`config.mk`:
```
export PLATFORM = sky130hd
export DESIGN_NAME = gbaa_back
export DESIGN_NICKNAME = d
export VERILOG_FILES = /design/src/rtl/gbaa_pkg.sv /design/src/rtl/gbaa_back.sv
export SDC_FILE = /design/constraint.sdc
export NUM_CORES = 1
export LEC_CHECK = 0
export ABC_AREA = 1
export ABC_CLOCK_PERIOD_IN_PS = 11800
export BUFFER_PORTS_ARGS = -buffer_cell sky130_fd_sc_hd__buf_2
export CORE_UTILIZATION = 55
export CTS_CLUSTER_SIZE = 30
export DETAILED_ROUTE_END_ITERATION = 10
export HOLD_SLACK_MARGIN = 0.08
export PLACE_DENSITY = 0.72
export SLEW_MARGIN = 10
export SYNTH_ARGS = -nofsm -noshare
export SYNTH_HDL_FRONTEND = slang
export SYNTH_SLANG_ARGS = --single-unit
export TNS_END_PERCENT = 100
```
`constraint.sdc`:
```
create_clock -name aclk -period 11.8 [get_ports aclk]
set_clock_uncertainty 0.15 [all_clocks]
set_input_delay 1.18 -clock aclk [delete_from_list [all_inputs] [get_ports aclk]]
set_output_delay 1.18 -clock aclk [all_outputs]
set_load 0.03 [all_outputs]
```
`src/rtl/gbaa_pkg.sv`:
```
`timescale 1ns / 1ps
// ----------------------------------------------------------------------------
// gbaa_pkg: shared types and constants for the gray block to ascii art unit
// Field widths, register indexes, block queue entry and the glyph table.
// ----------------------------------------------------------------------------
package gbaa_pkg;

    // default sizing of the line store and the block side
    localparam int DEF_MAX_WIDTH = 1024;
    localparam int DEF_MAX_ZOOM  = 8;

    // fixed field widths
    localparam int PIX_BITS       = 8;
    localparam int CHAR_BITS      = 7;
    localparam int IMG_W_BITS     = 11;
    localparam int IMG_H_BITS     = 13;
    localparam int ZOOM_BITS      = 4;
    localparam int BAND_BITS      = 12;
    localparam int SUM_BITS       = 14;
    localparam int CFG_INDEX_BITS = 2;
    localparam int CFG_DATA_BITS  = 13;

    localparam logic [SUM_BITS-1:0]   SUM_MAX    = '1;
    localparam logic [IMG_H_BITS-1:0] MAX_HEIGHT = 13'd4096;

    // register reset values
    localparam logic [IMG_W_BITS-1:0] RST_IMAGE_WIDTH  = 11'd512;
    localparam logic [IMG_H_BITS-1:0] RST_IMAGE_HEIGHT = 13'd512;
    localparam logic [ZOOM_BITS-1:0]  RST_ZOOM         = 4'd4;

    // glyph table
    localparam int GLYPH_COUNT    = 15;
    localparam int GLYPH_IDX_BITS = 4;

    // block queue depth between sum stage and glyph stage
    localparam int QUEUE_DEPTH = 2;

    typedef enum logic [CFG_INDEX_BITS-1:0] {
        CFG_IMAGE_WIDTH  = 2'd0,
        CFG_IMAGE_HEIGHT = 2'd1,
        CFG_ZOOM         = 2'd2
    } cfg_index_t;

    // one finished block on its way to the glyph stage
    typedef struct packed {
        logic [SUM_BITS-1:0] sum;
        logic                row_end;
    } blk_entry_t;

    // dark to light character ramp
    function automatic logic [CHAR_BITS-1:0] glyph_char(input logic [GLYPH_IDX_BITS-1:0] idx);
        logic [CHAR_BITS-1:0] ch;
        case (idx)
            4'd0:    ch = 7'd77;  // M
            4'd1:    ch = 7'd78;  // N
            4'd2:    ch = 7'd72;  // H
            4'd3:    ch = 7'd81;  // Q
            4'd4:    ch = 7'd36;  // $
            4'd5:    ch = 7'd79;  // O
            4'd6:    ch = 7'd67;  // C
            4'd7:    ch = 7'd63;  // ?
            4'd8:    ch = 7'd55;  // 7
            4'd9:    ch = 7'd62;  // >
            4'd10:   ch = 7'd33;  // !
            4'd11:   ch = 7'd58;  // :
            4'd12:   ch = 7'd45;  // -
            4'd13:   ch = 7'd59;  // ;
            default: ch = 7'd46;  // .
        endcase
        return ch;
    endfunction

endpackage

```
`src/rtl/gbaa_back.sv`:
```
`timescale 1ns / 1ps
// ----------------------------------------------------------------------------
// gbaa_back: glyph selection and character pair output
// Divides a block sum by 18*zoom*zoom through a bank of threshold compares,
// looks up the glyph and sends it twice on the result channel.
// ----------------------------------------------------------------------------
module gbaa_back #(
    parameter int MAX_ZOOM = gbaa_pkg::DEF_MAX_ZOOM,
    localparam int ZW = $clog2(MAX_ZOOM + 1)
) (
    input  logic                            aclk,
    input  logic                            aresetn,
    input  logic [ZW-1:0]                   z_eff,
    // finished blocks
    input  logic                            q_valid,
    input  gbaa_pkg::blk_entry_t            q_entry,
    output logic                            q_pop,
    // character channel
    output logic                            m_valid,
    input  logic                            m_ready,
    output logic [gbaa_pkg::CHAR_BITS-1:0]  m_char_code,
    output logic                            m_pair_last,
    output logic                            m_row_end
);

    import gbaa_pkg::*;

    localparam int DW   = 2 * ZW + 5;
    localparam int TW   = DW + GLYPH_IDX_BITS;
    localparam int CMPW = (TW > SUM_BITS) ? TW : SUM_BITS;

    logic [DW-1:0]             zsq;
    logic [DW-1:0]             div_reg;
    logic [GLYPH_IDX_BITS-1:0] idx;
    logic                      out_free;

    logic                      m_valid_reg;
    logic [CHAR_BITS-1:0]      m_char_code_reg;
    logic                      m_pair_last_reg;
    logic                      m_row_end_reg;
    logic                      second_reg;
    logic                      held_row_end_reg;

    // block divisor 18*zoom*zoom, registered from the clamped zoom value
    assign zsq = DW'(z_eff) * DW'(z_eff);

    always_ff @(posedge aclk) begin
        div_reg <= (zsq << 4) + (zsq << 1);
    end

    // quotient by threshold compares, saturating at the last glyph
    always_comb begin
        idx = '0;
        for (int k = 1; k < GLYPH_COUNT; k++) begin
            if (CMPW'(q_entry.sum) >= CMPW'(k) * CMPW'(div_reg)) begin
                idx = GLYPH_IDX_BITS'(k);
            end
        end
    end

    assign out_free = !m_valid_reg || m_ready;
    assign q_pop    = out_free && !second_reg && q_valid;

    // output register: first copy from the queue, second copy from the hold
    always_ff @(posedge aclk) begin
        if (!aresetn) begin
            m_valid_reg <= 1'b0;
            second_reg  <= 1'b0;
        end else if (out_free) begin
            if (second_reg) begin
                m_valid_reg <= 1'b1;
                second_reg  <= 1'b0;
            end else begin
                m_valid_reg <= q_valid;
                second_reg  <= q_valid;
            end
        end
    end

    always_ff @(posedge aclk) begin
        if (out_free) begin
            if (second_reg) begin
                m_pair_last_reg <= 1'b1;
                m_row_end_reg   <= held_row_end_reg;
            end else if (q_valid) begin
                m_char_code_reg  <= glyph_char(idx);
                m_pair_last_reg  <= 1'b0;
                m_row_end_reg    <= 1'b0;
                held_row_end_reg <= q_entry.row_end;
            end
        end
    end

    assign m_valid     = m_valid_reg;
    assign m_char_code = m_char_code_reg;
    assign m_pair_last = m_pair_last_reg;
    assign m_row_end   = m_row_end_reg;

endmodule

```
==> run metrics, run 1 <==
Yosys warnings=0; Placeable Area=16120 um2; Initial Util=0.5723; Hold Crit Class=flop to flop; # setup viols final=0; post-route cell area=9769 um2; syn_area_per_cell=7.160 um2; WP data required=11.67 ns; Cell Area, Synth=9223 um2; nets=1642; CTS tree=done; met2 WL=12160 um; ANT nets after route=0; GR Util All Layers=0.3007; worst r2r src=div_reg[4]; Metal-1 WL=11110 um; fin crit period=5.712 ns; TritonCTS buffer count=3; hold depth=2; final slew viol count=0; unique cell type count in the Yosys netlist=52; Antenna Cells=0; Hold Fails Final Rpt=0; drc violations=0; port buffer count=33; crit path kind=flop to flop; max reg flops=11; flops & latches, synth=23; cts hold-fix bufs=0; Critical Path Fanout Max=13; vias in the first global route=8626; clock sinks=23; # IOs=34; fin crit share=0.4840; Root Buffer Master=clkbuf_16; clk slew on worst S/H paths=0.06 ns; reg2reg end=m_char_code[0]; Pleak=5.292 nW; DPL Wire Length=20560 um; Max Cap Violations=0; total number of vias=8842; sequential cell area fraction in the yosys report=0.06078; Skew-Pair Late Insertion Delay=0.26 ns; Sequential cell area=560.5 um2; post-CTS sizing=0; dpl cell area=9688 um2; clock tree buffer depth=2; Vias per Instance=5.716; RePlAce Congestion=0.9534; row count=46; top cell type's share of synthesized area=0.3419; worst reg2reg setup slack=6.09 ns; Critical Path Sink Type=flop; Routed WL per cell=16.51 um; critical path arrival=5.58 ns; cells after synthesis=1288; CP Launch Type=flop; first-pass detailed-route iteration total=5; min-delay src=held_row_end_reg; R2R cell count=23; largest cells by area after synthesis=ha_1, nand2_1, fa_1; power per cell area=298.8 nW/um2; Max Used Layer=met4; post-synth top area cell=ha_1; Tightest Pin Transition=1.156 ns; routed wl met3=1390 um; Post-CTS Setup Bufs=0; total congestion overflow=0; synth-to-layout area growth=5.929%; Die Area=17290 um2; RSZ-0062 raised after global routing=false; Max VDD drop=0.0001617 V; largest net degree at the start of global routing=20; initial antenna violation count=0; fraction of layout cells with a size suffix above 1=0.06612; Routed WL=25550 um; drt initial violations=507; H-tree depth=1; die extent in y=131.5 um; multi-input logic area=7986 um2; setup_tns=0 ns; outcome=finished, final reports clean; WHS Endpoint=m_row_end; filler cell count=1557; FMAX=175.1 MHz; first-pass GRT wire length=42210 um; Slew HR=0.2236; width of the die=131.5 um
## routing by layer
| metal | vias to the layer above | GRT usage |
|---|---|---|
| met5 | - | 0 |
| met4 | 0 | 0.1021 |
| met3 | 64 | 0.02353 |
| met2 | 256 | 0.5362 |
| met1 | 4057 | 0.3784 |
| li1 | 4465 | - |
## per-stage QoR
| step | std cells | worst slack, ns | hold slack [ns] | utilization | power [mW] |
|---|---|---|---|---|---|
| after floorplan | 1293 | 6.938 | 0.3314 | - | 2.229 |
| after global placement | 1543 | 6.349 | 0.3436 | 0.6012 | 2.761 |
| after detailed placement | 1543 | 6.155 | 0.3558 | 0.6012 | 2.812 |
| after CTS | 1547 | 6.132 | 0.3746 | 0.6062 | 2.904 |
| after global routing | 1547 | 5.645 | 0.3995 | 0.6062 | 3.317 |
| final | 1547 | 6.088 | 0.3671 | 0.6062 | 2.919 |
## power by group
group / switching, mW / total (mW) / leakage (nW) / internal (mW)
Sequential: 0.0313 / 0.162 / 0.203 / 0.130
Combinational: 1.66 / 2.68 / 5.05 / 1.02
Clock: 0.0294 / 0.0755 / 0.0414 / 0.0461
## synthesized netlist by cell type (all sizes together)
cell type    n
o2111ai      2
nor2        99
o31ai        1
and3         3
fa          35
clkinv       2
inv        180
a21o        14
o211ai       5
or2          1
nor3        25
a21oi      119
dfxtp       13
nand3b       3
o21a         9
o21bai       8
edfxtp      10
clkbuf       1
nor4         5
a211oi       3
xnor2       15
nand3       80
buf          1
o221a        1
o21ai       50
conb         2
nand4       28
xor2        50
a221oi       1
nand2      257
a31oi        6
a21boi       2
and2         1
a22oi        2
ha         252
a31o         2
## cells by family after synthesis
group | after synthesis | share of synthesized area
flops | 23 | 0.06078
compound gates | 225 | 0.1407
fa+ha+maj | 287 | 0.4179
xor+xnor | 65 | 0.06254
simple gates | 502 | 0.2420
other cells | 2 | 0.0008143
buf+inv | 184 | 0.07529
## final cells by class
class / count / share of cell area
Sequential cell: 23 / 0.05738
Timing Repair Buffer: 36 / 0.01921
Multi-Input combinational cell: 1086 / 0.8175
Clock buffer: 3 / 0.007684
Tap cell: 216 / 0.02766
Inverter: 182 / 0.06993
Clock inverter: 1 / 0.0006404
## critical path: stages (launching register included)
cell	delay, ns
dfxtp_1	0.79
inv_1	0.36
ha_1	0.48
fa_1	0.53
inv_1	0.04
ha_1	0.31
inv_2	0.07
o31ai_2	0.32
xor2_1	0.12
ha_1	0.30
nand2_1	0.07
inv_1	0.05
nand3_1	0.09
nor4_1	0.36
nand3_1	0.18
nand3_1	0.22
nor2_1	0.08
a21oi_2	0.24
inv_1	0.13
ha_1	0.29
inv_1	0.06
nor2_1	0.04
o21ai_1	0.12
nand2_1	0.06
## worst max-delay path by stage
stage               startpoint              to
floorplan           div_reg[4]  m_char_code[0]
global placement    div_reg[4]  m_char_code[0]
detailed placement  div_reg[4]  m_char_code[0]
CTS                 div_reg[4]  m_char_code[0]
global route        div_reg[4]  m_char_code[0]
finish              div_reg[4]  m_char_code[0]
## cells in the final DEF (no fill, tap or decap), types with 5 or more instances in the layout
cell type  instances
a31oi_1            6
o21ai_1           12
xnor2_1           15
inv_2             15
o211ai_1           5
nand4_1           26
nor3_2             8
nor4_1             5
dfxtp_1           13
nand2_2            5
a21o_1            14
o21a_1             9
buf_2             33
edfxtp_1          10
inv_1            165
xor2_1            49
nand3_1           78
ha_1             252
fa_1              35
nand2_1          250
a21oi_1          116
o21ai_0           37
conb_1             7
nor3_1            17
o21bai_1           7
nor2_1            95
Power figures use the tool's default switching activity.
==> run 2, diff against run 1 <==
- ABC_CLOCK_PERIOD_IN_PS: 11800 -> 5130
- PLACE_DENSITY: 0.72 -> 0.75
- clock period: 11.8 -> 5.13 ns (I/O delays scaled with it)
==> run metrics, run 2 (synthesized netlist as in run 1, its figures left out) <==
drt initial violations=506 (was 507); H-tree depth=1 (unchanged); Hold Fails Final Rpt=0 (unchanged); CP max-delay cell=fa_1 (was dfxtp_1); TritonCTS buffer count=3 (unchanged); first-pass detailed-route iteration total=5 (unchanged); # setup viols final=0 (unchanged); filler cell count=1562 (was 1557); # IOs=34 (unchanged); largest net degree at the start of global routing=16 (was 20); Max Cap Violations=0 (unchanged); port buffer count=33 (unchanged); vias in the first global route=8582 (was 8626); Vias per Instance=5.685 (was 5.716); nets=1677 (was 1642); most common cell after layout, fill and taps aside=nand2_1 (was ha_1); post-route cell area=10100 um2 (was 9769 um2); Sequential cell area=576.8 um2 (was 560.5 um2); Slew HR=0.2176 (was 0.2236); dpl cell area=9943 um2 (was 9688 um2); RePlAce Congestion=0.9553 (was 0.9534); Initial Util=0.5723 (unchanged); GR Util All Layers=0.3037 (was 0.3007); final slew viol count=0 (unchanged); clk slew on worst S/H paths=0.06 ns (about the same); first-pass GRT wire length=42550 um (was 42210 um); outcome=finished, final reports clean (unchanged); Routed WL per cell=16.58 um (was 16.51 um); fraction of layout cells with a size suffix above 1=0.1010 (was 0.06612); Critical Path Sink Type=flop (unchanged); DPL Wire Length=21690 um (was 20560 um); critical path arrival=4.74 ns (was 5.58 ns); most frequent cells in the layout=nand2_1, ha_1, inv_1 (was ha_1, nand2_1, inv_1); max reg flops=11 (unchanged); CP Launch Type=flop (unchanged); synth-to-layout area growth=9.510% (was 5.929%); total congestion overflow=0 (unchanged); total number of vias=8993 (was 8842); FMAX=204.9 MHz (was 175.1 MHz); width of the die=131.5 um (unchanged); Tightest Pin Transition=1.165 ns (was 1.156 ns); ANT nets after route=0 (unchanged); CTS tree=done (unchanged); Root Buffer Master=clkbuf_16 (unchanged); multi-input logic area=8040 um2 (was 7986 um2); clock tree buffer depth=2 (unchanged); Skew-Pair Late Insertion Delay=0.25 ns (was 0.26 ns); WP data required=4.99 ns (was 11.67 ns); die extent in y=131.5 um (unchanged); Pleak=5.462 nW (was 5.292 nW); fin crit period=4.881 ns (was 5.712 ns); worst setup margin=0.2491 ns (was 6.088 ns); pre-CTS WS=0.07928 ns (was 6.155 ns); Max VDD drop=0.0004163 V (was 0.0001617 V); most used cell, CP=nand2_1 (was inv_1); final core occ=0.6267 (was 0.6062); Die Area=17290 um2 (unchanged); drc violations=0 (unchanged); clock sinks=23 (unchanged); total power=7.049 mW (was 2.919 mW); Worst Path Buf+Inv=8 (was 6); crit path kind=flop to flop (unchanged); Antenna Cells=0 (unchanged); CP delay by family, top=adder cells (unchanged); Routed WL=26230 um (was 25550 um); fin crit share=0.9514 (was 0.4840); CP max stage delay=0.49 ns (was 0.79 ns); row count=46 (unchanged); power per cell area=697.9 nW/um2 (was 298.8 nW/um2); initial antenna violation count=0 (unchanged); Placeable Area=16120 um2 (unchanged); Hold Crit Class=input port to flop (was flop to flop); Critical Path Fanout Max=6 (was 13)
run 2: cell count changes in the layout (fill, tap and decap cells not counted), sizes merged:
cell	previous run	this run
clkbuf	3	4
buf	36	71
inv	181	180
run 2: worst paths after layout:
check | to | cells after the start | from | slack, ns
hold reg to reg | m_row_end | 2 | held_row_end_reg | 0.38
hold / removal | held_row_end_reg | 1 | q_entry[0] | 0.29
setup / recovery | m_char_code[1] | 29 | div_reg[7] | 0.25
setup reg to reg | m_char_code[1] | 29 | div_reg[7] | 0.25
run 2: layout make-up:
type | instances | area share
flip-flops and latches | 23 | 0.05711
repair buffers | 71 | 0.04460
clock buffers | 4 | 0.007805
well taps | 216 | 0.02676
inverters | 182 | 0.06764
multi-input cells | 1086 | 0.7961
run 2: report_power, final:
| group | internal [mW] | switching, mW | total, mW |
|---|---|---|---|
| sequential | 0.303 | 0.0495 | 0.353 |
| combinational | 2.57 | 3.96 | 6.53 |
| clock | 0.106 | 0.0646 | 0.171 |
| total | 2.98 | 4.07 | 7.05 |
run 2: through the flow:
step                setup TNS [ns]  instances  hold WS, ns
finish                           0       1582       0.2944
detailed placement               0       1577       0.3711
global placement                 0       1577       0.3470
global route               -0.2858       1582       0.2864
floorplan                        0       1293       0.3314
CTS                              0       1581       0.2935
run 2: repair_timing:
item                       CTS  global route
hold buffers                 0             0
setup endpoints to repair    0             6
buffers inserted             0             1
gates resized for setup      0            21
run 2: metal layers:
metal	wire length, um	global-route usage
met2	12430	0.5397
met3	1360	0.02122
met5	0	0
met1	11730	0.3950
met4	711	0.07687
