## config.mk

```make
export PLATFORM = sky130hd
export DESIGN_NAME = gbaa_queue
export DESIGN_NICKNAME = d
export VERILOG_FILES = /design/src/rtl/gbaa_pkg.sv /design/src/rtl/gbaa_queue.sv
export SDC_FILE = /design/constraint.sdc
export NUM_CORES = 1
export LEC_CHECK = 0
export BUFFER_PORTS_ARGS = -buffer_cell sky130_fd_sc_hd__buf_2
export CORE_MARGIN = 4
export CORE_UTILIZATION = 54
export CTS_BUF_LIST = sky130_fd_sc_hd__clkbuf_16
export CTS_CLUSTER_DIAMETER = 60
export DETAILED_ROUTE_END_ITERATION = 6
export GPL_TIMING_DRIVEN = 0
export PLACE_DENSITY = 0.87
export RECOVER_POWER = 50
export SYNTH_ARGS = -nofsm -noshare
export SYNTH_HDL_FRONTEND = slang
export SYNTH_SLANG_ARGS = --single-unit
```

## constraint.sdc

```tcl
create_clock -name aclk -period 2.2 [get_ports aclk]
set_input_delay 0.44 -clock aclk [delete_from_list [all_inputs] [get_ports aclk]]
set_output_delay 0.44 -clock aclk [all_outputs]
set_load 0.005 [all_outputs]
```

## src/rtl/gbaa_pkg.sv

```systemverilog
`timescale 1ns / 1ps
// ----------------------------------------------------------------------------
// gbaa_pkg: shared types and constants for the gray block to ascii art unit
// Field widths, register indexes, block queue entry and the glyph table.
// ----------------------------------------------------------------------------
package gbaa_pkg;

    // default sizing of the line store and the block side
    localparam int DEF_MAX_WIDTH = 1024;
    localparam int DEF_MAX_ZOOM  = 8;

    // fixed field widths
    localparam int PIX_BITS       = 8;
    localparam int CHAR_BITS      = 7;
    localparam int IMG_W_BITS     = 11;
    localparam int IMG_H_BITS     = 13;
    localparam int ZOOM_BITS      = 4;
    localparam int BAND_BITS      = 12;
    localparam int SUM_BITS       = 14;
    localparam int CFG_INDEX_BITS = 2;
    localparam int CFG_DATA_BITS  = 13;

    localparam logic [SUM_BITS-1:0]   SUM_MAX    = '1;
    localparam logic [IMG_H_BITS-1:0] MAX_HEIGHT = 13'd4096;

    // register reset values
    localparam logic [IMG_W_BITS-1:0] RST_IMAGE_WIDTH  = 11'd512;
    localparam logic [IMG_H_BITS-1:0] RST_IMAGE_HEIGHT = 13'd512;
    localparam logic [ZOOM_BITS-1:0]  RST_ZOOM         = 4'd4;

    // glyph table
    localparam int GLYPH_COUNT    = 15;
    localparam int GLYPH_IDX_BITS = 4;

    // block queue depth between sum stage and glyph stage
    localparam int QUEUE_DEPTH = 2;

    typedef enum logic [CFG_INDEX_BITS-1:0] {
        CFG_IMAGE_WIDTH  = 2'd0,
        CFG_IMAGE_HEIGHT = 2'd1,
        CFG_ZOOM         = 2'd2
    } cfg_index_t;

    // one finished block on its way to the glyph stage
    typedef struct packed {
        logic [SUM_BITS-1:0] sum;
        logic                row_end;
    } blk_entry_t;

    // dark to light character ramp
    function automatic logic [CHAR_BITS-1:0] glyph_char(input logic [GLYPH_IDX_BITS-1:0] idx);
        logic [CHAR_BITS-1:0] ch;
        case (idx)
            4'd0:    ch = 7'd77;  // M
            4'd1:    ch = 7'd78;  // N
            4'd2:    ch = 7'd72;  // H
            4'd3:    ch = 7'd81;  // Q
            4'd4:    ch = 7'd36;  // $
            4'd5:    ch = 7'd79;  // O
            4'd6:    ch = 7'd67;  // C
            4'd7:    ch = 7'd63;  // ?
            4'd8:    ch = 7'd55;  // 7
            4'd9:    ch = 7'd62;  // >
            4'd10:   ch = 7'd33;  // !
            4'd11:   ch = 7'd58;  // :
            4'd12:   ch = 7'd45;  // -
            4'd13:   ch = 7'd59;  // ;
            default: ch = 7'd46;  // .
        endcase
        return ch;
    endfunction

endpackage

```

## src/rtl/gbaa_queue.sv

```systemverilog
`timescale 1ns / 1ps
// ----------------------------------------------------------------------------
// gbaa_queue: short block queue
// Decouples the sum stage from the glyph stage so each can stall alone.
// ----------------------------------------------------------------------------
module gbaa_queue #(
    parameter int DEPTH = gbaa_pkg::QUEUE_DEPTH,
    localparam int AW = (DEPTH > 1) ? $clog2(DEPTH) : 1,
    localparam int NW = $clog2(DEPTH + 1)
) (
    input  logic                 aclk,
    input  logic                 aresetn,
    input  logic                 push,
    input  gbaa_pkg::blk_entry_t push_entry,
    output logic                 push_ready,
    input  logic                 pop,
    output logic                 pop_valid,
    output gbaa_pkg::blk_entry_t pop_entry
);

    import gbaa_pkg::*;

    blk_entry_t    slots_reg [DEPTH];
    logic [AW-1:0] wr_ptr_reg, wr_ptr_next;
    logic [AW-1:0] rd_ptr_reg, rd_ptr_next;
    logic [NW-1:0] count_reg, count_next;
    logic          do_push, do_pop;

    assign push_ready = count_reg != NW'(DEPTH);
    assign pop_valid  = count_reg != '0;
    assign pop_entry  = slots_reg[rd_ptr_reg];
    assign do_push    = push && push_ready;
    assign do_pop     = pop && pop_valid;

    // pointer and fill count
    always_comb begin
        wr_ptr_next = wr_ptr_reg;
        rd_ptr_next = rd_ptr_reg;
        count_next  = count_reg;
        if (do_push) begin
            wr_ptr_next = (wr_ptr_reg == AW'(DEPTH - 1)) ? '0 : wr_ptr_reg + AW'(1);
        end
        if (do_pop) begin
            rd_ptr_next = (rd_ptr_reg == AW'(DEPTH - 1)) ? '0 : rd_ptr_reg + AW'(1);
        end
        if (do_push && !do_pop) begin
            count_next = count_reg + NW'(1);
        end else if (do_pop && !do_push) begin
            count_next = count_reg - NW'(1);
        end
    end

    always_ff @(posedge aclk) begin
        if (!aresetn) begin
            wr_ptr_reg <= '0;
            rd_ptr_reg <= '0;
            count_reg  <= '0;
        end else begin
            wr_ptr_reg <= wr_ptr_next;
            rd_ptr_reg <= rd_ptr_next;
            count_reg  <= count_next;
        end
    end

    // entry storage
    always_ff @(posedge aclk) begin
        if (do_push) begin
            slots_reg[wr_ptr_reg] <= push_entry;
        end
    end

endmodule

```

==> results.sh, run 1 <==
export IMPL_power_density_nw_per_um2=1310
export IMPL_first_global_vias=738
export IMPL_largest_reg_flops=30
export IMPL_grt_max_degree=16
export IMPL_grtUsageTotal_pct=15.0
export IMPL_top_usage_layer="met2"
export IMPL_fmax_mhz=508
export IMPL_timing_final_crit_share_pct=89.6
export IMPL_clk_path_buf_depth=2
export IMPL_num_rows=17
export IMPL_dp_cells=134
export IMPL_core_um2=2280
export IMPL_die_h_um=57.5
export IMPL_wl_per_cell_um=15.7
export IMPL_syn_area_um2=1320
export IMPL_clkLatencyLatePin_ps=270
export IMPL_ctsHoldBuffers=0
export IMPL_syn_area_per_cell_um2=18.6
export IMPL_ys_warn_count=0
export IMPL_pin_count=36
export IMPL_ctsResizeCount=0
export IMPL_rsz0062_at_grt="no"
export IMPL_worstMarginPinSlew_ps=710
export IMPL_place_gp_congestion=0.706
export IMPL_netlist_top_cell_by_area="edfxtp_1"
export IMPL_ir_drop_v=0.00115
export IMPL_initial_core_util_pct=58.1
export IMPL_path_max_fanout=10
export IMPL_area_growth_pct=29.0
export IMPL_grt_pass1_wl_um=3530
export IMPL_antenna_found_initial=0
export IMPL_grt_use_met2_pct=26.6
export IMPL_synth_fp_nets=91
export IMPL_critPathLaunchType="flip-flop"
export IMPL_drtIter0Drc=22
export IMPL_io_buffers=35
export IMPL_yosys_top_cells_count="30 x edfxtp_1, 15 x mux2_2, 5 x dfxtp_1, 4 x and2_1"
export IMPL_die_x_um=57.5
export IMPL_synth_edf_count=30
export IMPL_firstDrtPassIters=3
export IMPL_syn_inst=71
export IMPL_dr_total_vias=735
export IMPL_antenna_left=0
export IMPL_drc=0
export IMPL_finalHoldViolCount=0
export IMPL_crit_path_end_kind="output pin"
export IMPL_instances_no_fill=142
export IMPL_grt_util_met3_pct=6.56
export IMPL_grt_overflow_total=0
export IMPL_synthArstFlopShare_pct=0
export IMPL_layout_drive_gt1_share_pct=45.6
export IMPL_vias_per_cell=5.18
export IMPL_fin_crit_ps=1970
export IMPL_cts_setup_buffers=0
export IMPL_hp_class="in2reg"
export IMPL_grtUsageMet1_pct=15.6
export IMPL_routed_wirelength_um=2230
export IMPL_cts_max_level=2
export IMPL_dp_hpwl_um=1480
export IMPL_ys_flop_type="edfxtp_1"
export IMPL_crit_required_ps=1760
export IMPL_synth_area_leaders="edfxtp_1 68%, mux2_2 13%, dfxtp_1 7.6%"
export IMPL_path_clk_slew_ps=50
export IMPL_relSlewSlack_pct=52.7
export IMPL_status="completed"
export IMPL_cts_sinks=35
export IMPL_cts_tree="built"
export IMPL_synth_top_area_share_pct=68.1
export IMPL_root_buffer="clkbuf_16"
export IMPL_ys_ff_latch=35
export IMPL_nFillCells=155
export IMPL_path_class="reg2out"
export IMPL_setup_viol=0
export IMPL_synth_cell_types=19
export IMPL_cts_buffers=5
export IMPL_p_leak_nw=0.645
export IMPL_tns_ps=0
export IMPL_ys_seq_area_share_pct=75.7
export IMPL_die_area_um2=3310
export IMPL_maxSlewViolCount=0
export IMPL_fin_skew_ps=2.57
export IMPL_cap_violations=0
export IMPL_n_antenna_cell=0
export IMPL_yosysMostFrequentCell="edfxtp_1"
export IMPL_arrival_ps=1530
export IMPL_fin_nets=133
[cell usage in the layout (no fill, tap or decap), drive strengths merged]
master	synthesis	routed
edfxtp	30	30
buf	2	27
mux2	15	15
clkbuf	0	15
dfxtp	5	5
and2	4	4
o21ai	2	2
xnor2	2	2
bufinv	0	2
a21boi	2	2
nand2b	1	1
or2	1	1
and3	1	1
nand3b	1	1
inv	1	1
a21bo	1	1
xor2	1	1
or3	1	1
ha	1	1
clkinvlp	0	1
[kinds of logic (layout without fill, tap and decap cells)]
group / Yosys count / in the layout / share of synthesized area [%]
compound gates: 5 / 5 / 2.65
fa+ha+maj: 1 / 1 / 0.946
buf+inv: 3 / 46 / 1.04
xor+xnor: 3 / 3 / 1.99
mux: 15 / 15 / 12.8
simple gates: 9 / 9 / 4.92
flops: 35 / 35 / 75.7
[per-stage QoR]
step	utilization [%]	power, mW	setup WS [ps]	cell area, um2	hold slack (ps)
final	74.9	2.23	230	1710	352
after global routing	74.9	2.35	164	1710	350
after CTS	75.8	2.28	209	1730	346
after detailed placement	67.3	1.37	521	1530	571
after global placement	67.3	1.34	549	1530	524
after floorplan	-	1.19	714	1320	512
[where the power goes]
group          switching [mW]  internal [mW]
Sequential             0.0414          0.838
Combinational           0.215          0.244
Clock                   0.247          0.648
Total                   0.503           1.73
[final cells by class]
type                       instances  area (um2)  area share, %
sequential                        35        1000           58.7
multi-input combinational         33         300           17.6
timing repair buffer              35         163           9.54
clock buffer                       5         125           7.34
clock inverter                     3        67.6           3.96
tap                               28        35.0           2.05
buffer                             2        10.0          0.587
inverter                           1        3.75          0.220
[worst paths after layout]
path	cells past startpoint	slack, ps	end	startpoint
max	4	230	pop_entry[5]	flip-flop
max reg2reg	5	540	count_reg[1]$_SDFFE_PN0P_	count_reg[0]$_SDFFE_PN0P_
min	1	350	slots_reg[0][8]$_DFFE_PP_	push_entry[8]
min reg2reg	2	540	count_reg[1]$_SDFFE_PN0P_	count_reg[1]$_SDFFE_PN0P_
[routing by layer]
layer | share of wire, % | up-vias
li1 | - | 354
met1 | 38 | 356
met2 | 54 | 25
met3 | 7.7 | 0
met4 | 0 | 0
met5 | 0 | -
[critical path: stages, from the launching register on]
cell and delay, ps:
dfxtp_1 300, buf_2 170, buf_2 280, mux2_2 370
buf_2 130
No activity file was read; power rests on OpenSTA's default activity.
==> run 2, diff against run 1 <==
--- a/config.mk
+++ b/config.mk
@@ -8,11 +8,10 @@
 export BUFFER_PORTS_ARGS = -buffer_cell sky130_fd_sc_hd__buf_2
 export CORE_MARGIN = 4
 export CORE_UTILIZATION = 54
-export CTS_BUF_LIST = sky130_fd_sc_hd__clkbuf_16
 export CTS_CLUSTER_DIAMETER = 60
 export DETAILED_ROUTE_END_ITERATION = 6
 export GPL_TIMING_DRIVEN = 0
-export PLACE_DENSITY = 0.87
+export PLACE_DENSITY = 0.82
 export RECOVER_POWER = 50
 export SYNTH_ARGS = -nofsm -noshare
 export SYNTH_HDL_FRONTEND = slang
==> results.sh, run 2 (synthesis results as in run 1) <==
export IMPL_status="completed"
export IMPL_worstMarginPinSlew_ps=699
export IMPL_ctsHoldBuffers=0
export IMPL_grt_pass1_wl_um=3250
export IMPL_setup_viol=0
export IMPL_cts_sinks=35
export IMPL_antenna_found_initial=0
export IMPL_power_frac_clock_pct=21.9
export IMPL_power_switching_mw=0.431
export IMPL_wl_met1_um=754
export IMPL_instances_no_fill=142
export IMPL_io_buffers=35
export IMPL_p_leak_nw=0.596
export IMPL_dp_cells=134
export IMPL_arrival_ps=1570
export IMPL_tns_ps=0
export IMPL_routed_wirelength_um=1980
export IMPL_wl_met2_um=1020
export IMPL_grt_max_degree=16
export IMPL_fin_nets=133
export IMPL_cts_max_level=2
export IMPL_rsz0062_at_grt="no"
export IMPL_n_antenna_cell=0
export IMPL_holdPathStages=1
export IMPL_cts_buffers=5
export IMPL_path_max_fanout=10
export IMPL_min_to="slots_reg[0][1]$_DFFE_PP_"
export IMPL_initial_core_util_pct=58.1
export IMPL_vias_per_cell=5.04
export IMPL_critPathLaunchType="flip-flop"
export IMPL_die_x_um=57.5
export IMPL_p_int_mw=1.27
export IMPL_timing_final_crit_share_pct=91.3
export IMPL_nFillCells=163
export IMPL_hp_class="in2reg"
export IMPL_dr_total_vias=715
export IMPL_ir_drop_v=0.000885
export IMPL_r2r_cells=5
export IMPL_path_clk_slew_ps=90
export IMPL_root_buffer="clkbuf_4"
export IMPL_grtUsageTotal_pct=14.1
export IMPL_path_class="reg2out"
export IMPL_first_global_vias=784
export IMPL_core_um2=2280
export IMPL_layout_commonest_cell="edfxtp_1"
export IMPL_mostFrequentLayoutCells="30 x edfxtp_1, 28 x buf_2, 15 x mux2_2"
export IMPL_hold_start="push_entry[1]"
export IMPL_maxSlewViolCount=0
export IMPL_ctsResizeCount=0
export IMPL_clk_path_buf_depth=2
export IMPL_fin_ws_ps=192
export IMPL_drc=0
export IMPL_regArea_um2=1000
export IMPL_cap_violations=0
export IMPL_holdWs_ps=297
export IMPL_timing_reg2reg_setup_slack_ps=540
export IMPL_pin_count=36
export IMPL_layout_drive_gt1_share_pct=45.6
export IMPL_regToRegEndpoint="count_reg[1]$_SDFFE_PN0P_"
export IMPL_multi_input_area_um2=300
export IMPL_firstDrtPassIters=2
export IMPL_cts_tree="built"
export IMPL_worstReg2RegStart="count_reg[0]$_SDFFE_PN0P_"
export IMPL_top_layer="met4"
export IMPL_fin_skew_ps=3.87
export IMPL_largest_reg_flops=30
export IMPL_area_growth_pct=19.7
export IMPL_num_rows=17
export IMPL_crit_required_ps=1760
export IMPL_place_gp_congestion=0.670
export IMPL_switching_share_pct=25.3
export IMPL_die_area_um2=3310
export IMPL_dp_hpwl_um=1390
export IMPL_wl_per_cell_um=13.9
export IMPL_fmax_mhz=498
export IMPL_dp_slack_ps=542
export IMPL_cts_setup_buffers=0
export IMPL_grt_overflow_total=0
export IMPL_clkLatencyLatePin_ps=320
export IMPL_dr_wl_met3_um=169
export IMPL_relSlewSlack_pct=53.4
export IMPL_fin_crit_ps=2010
export IMPL_pwr_share_seq_pct=51.4
export IMPL_power_density_nw_per_um2=1080
export IMPL_antenna_left=0
export IMPL_finalHoldViolCount=0
export IMPL_power_share_combinational_pct=26.7
export IMPL_drtIter0Drc=17
export IMPL_die_h_um=57.5
export IMPL_crit_path_end_kind="output pin"
[run 2: cell types whose count changed in the layout (fill, tap and decap cells not counted)]
cell | before | now
clkbuf_16 | 5 | 0
clkbuf_4 | 0 | 5
bufinv_16 | 2 | 0
clkbuf_8 | 0 | 2
buf_2 | 27 | 28
clkinvlp_4 | 1 | 0
[run 2: power by group through the flow]
stage	sequential, mW	clock (mW)	combinational [mW]
after floorplan	0.882	0	0.313
after global placement	0.886	0	0.463
after detailed placement	0.893	0	0.473
after CTS	0.879	0.387	0.475
after global routing	0.883	0.427	0.507
final	0.875	0.373	0.454
[run 2: stage by stage]
| step | util, % | total power, mW | instance area (um2) |
|---|---|---|---|
| floorplan | - | 1.19 | 1320 |
| global placement | 67.3 | 1.35 | 1530 |
| detailed placement | 67.3 | 1.37 | 1530 |
| CTS | 70.4 | 1.74 | 1600 |
| global route | 69.5 | 1.82 | 1580 |
| finish | 69.5 | 1.70 | 1580 |
[run 2: layout make-up]
cell class,instances,area share (%)
tap,28,2.21
inverter,1,0.237
clock buffer,8,4.35
timing repair buffer,35,10.4
multi-input combinational,33,19.0
buffer,2,0.632
sequential,35,63.2
[run 2: layer usage]
layer / up-vias / track usage, %
met5: - / 0
met4: 0 / 7.95
met3: 4 / 8.37
met2: 26 / 23.1
met1: 336 / 13.6
li1: 349 / -
[run 2: worst max-delay path by stage]
stage                                 to                 startpoint  depth (start not counted)  slack [ps]
2_1_floorplan  count_reg[1]$_SDFFE_PN0P_  count_reg[0]$_SDFFE_PN0P_                          5         710
6_report                    pop_entry[8]                  flip-flop                          4         190
3_5_place_dp                pop_entry[8]                  flip-flop                          4         540
5_1_grt                     pop_entry[5]                  flip-flop                          4          70
3_3_place_gp                pop_entry[9]                  flip-flop                          4         540
4_1_cts                     pop_entry[8]                  flip-flop                          4         160
[run 2: critical path, stage by stage (launching register included)]
cell and delay (ps):
dfxtp_1 310, buf_2 170, buf_2 270, mux2_2 360
buf_2 130
==> run 3, diff against run 2 <==
==> constraint.sdc (replaced) <==
create_clock -name aclk -period 2.2 [get_ports aclk]
set_input_delay 0.44 -clock aclk [delete_from_list [all_inputs] [get_ports aclk]]
set_output_delay 0.44 -clock aclk [all_outputs]
set_load 0.1 [all_outputs]
==> results.sh, run 3 (synthesis results as in run 1) <==
export IMPL_top_layer="met4"
export IMPL_wl_met2_um=1020
export IMPL_routed_wirelength_um=1980
export IMPL_arrival_ps=1640
export IMPL_die_area_um2=3310
export IMPL_min_to="slots_reg[0][1]$_DFFE_PP_"
export IMPL_cts_setup_buffers=0
export IMPL_worstMarginPinSlew_ps=702
export IMPL_first_global_vias=778
export IMPL_multi_input_area_um2=300
export IMPL_fin_crit_ps=2080
export IMPL_dp_hpwl_um=1390
export IMPL_path_class="reg2out"
export IMPL_finalHoldViolCount=0
export IMPL_dr_wl_met3_um=162
export IMPL_die_h_um=57.5
export IMPL_fmax_mhz=482
export IMPL_grt_pass1_wl_um=3230
export IMPL_place_gp_congestion=0.670
export IMPL_fin_nets=132
export IMPL_hold_start="push_entry[1]"
export IMPL_antenna_left=0
export IMPL_cts_buffers=5
export IMPL_dr_total_vias=710
export IMPL_layout_commonest_cell="edfxtp_1"
export IMPL_cap_violations=0
export IMPL_cts_max_level=2
export IMPL_path_max_fanout=15
export IMPL_layout_drive_gt1_share_pct=45.1
export IMPL_io_buffers=35
export IMPL_grtUsageTotal_pct=14.0
export IMPL_setup_viol=0
export IMPL_tns_ps=0
export IMPL_drtIter0Drc=9
export IMPL_crit_chain="buf_2 > mux2_2 > buf_2"
export IMPL_worstReg2RegStart="count_reg[0]$_SDFFE_PN0P_"
export IMPL_path_depth=3
export IMPL_cts_sinks=35
export IMPL_cts_tree="built"
export IMPL_crit_slowest_cell="mux2_2"
export IMPL_maxSlewViolCount=0
export IMPL_timing_final_crit_share_pct=94.4
export IMPL_relSlewSlack_pct=53.2
export IMPL_n_antenna_cell=0
export IMPL_clkLatencyLatePin_ps=330
export IMPL_pin_count=36
export IMPL_area_growth_pct=19.3
export IMPL_nFillCells=164
export IMPL_crit_required_ps=1760
export IMPL_timing_reg2reg_setup_slack_ps=540
export IMPL_root_buffer="clkbuf_4"
export IMPL_hp_class="in2reg"
export IMPL_holdPathStages=1
export IMPL_drc=0
export IMPL_ctsResizeCount=0
export IMPL_critPathTopFamily="buffers and inverters"
export IMPL_initial_core_util_pct=58.1
export IMPL_r2r_cells=5
export IMPL_firstDrtPassIters=2
export IMPL_antenna_found_initial=0
export IMPL_mostFrequentLayoutCells="30 x edfxtp_1, 27 x buf_2, 15 x mux2_2"
export IMPL_core_um2=2280
export IMPL_critPathLaunchType="flip-flop"
export IMPL_wl_met1_um=758
export IMPL_vias_per_cell=5.04
export IMPL_rsz0062_at_grt="no"
export IMPL_path_clk_slew_ps=100
export IMPL_crit_path_end_kind="output pin"
export IMPL_cp_slowest_stage_delay_ps=380
export IMPL_clk_path_buf_depth=2
export IMPL_path_common_cell="buf_2"
export IMPL_largest_reg_flops=30
export IMPL_regToRegEndpoint="count_reg[1]$_SDFFE_PN0P_"
export IMPL_status="completed"
export IMPL_grt_overflow_total=0
export IMPL_ctsHoldBuffers=0
export IMPL_num_rows=17
export IMPL_grt_max_degree=16
export IMPL_regArea_um2=1000
export IMPL_critPathBufInv=2
export IMPL_die_x_um=57.5
export IMPL_fin_skew_ps=10.4
export IMPL_wl_per_cell_um=14.0
## run 3: cell count changes in the layout (fill, tap and decap cells not counted), sizes merged
cell  before  now
buf       28   27
## run 3: cell type report
class / count / area share, %
Inverter: 1 / 0.238
Multi-Input combinational cell: 33 / 19.0
Buffer: 1 / 0.317
Sequential cell: 35 / 63.4
Tap cell: 28 / 2.22
Timing Repair Buffer: 35 / 10.4
Clock buffer: 8 / 4.36
## run 3: worst max-delay path by stage
stage,to,slack [ps]
floorplan,count_reg[1]$_SDFFE_PN0P_,480
global placement,pop_entry[9],370
detailed placement,pop_entry[8],380
CTS,pop_entry[0],100
global route,pop_entry[0],20
finish,pop_entry[2],120
## run 3: metrics by stage
stage	setup WS, ps	utilization, %	hold WS (ps)	area, um2	cells
final	124	69.3	289	1580	141
after global routing	24.0	69.3	257	1580	141
after CTS	100	70.1	276	1600	141
after detailed placement	375	67.3	553	1530	134
after global placement	371	67.3	524	1530	134
after floorplan	480	-	512	1320	71
## run 3: routing by layer
| layer | global-route usage, % | vias to the layer above |
|---|---|---|
| li1 | - | 347 |
| met1 | 13.3 | 333 |
| met2 | 23.1 | 26 |
| met3 | 8.37 | 4 |
| met4 | 7.95 | 0 |
| met5 | 0 | - |
Power of run 3 is not shown: default switching activity piles up to over one toggle a cycle in this logic, so the estimate is an artifact.
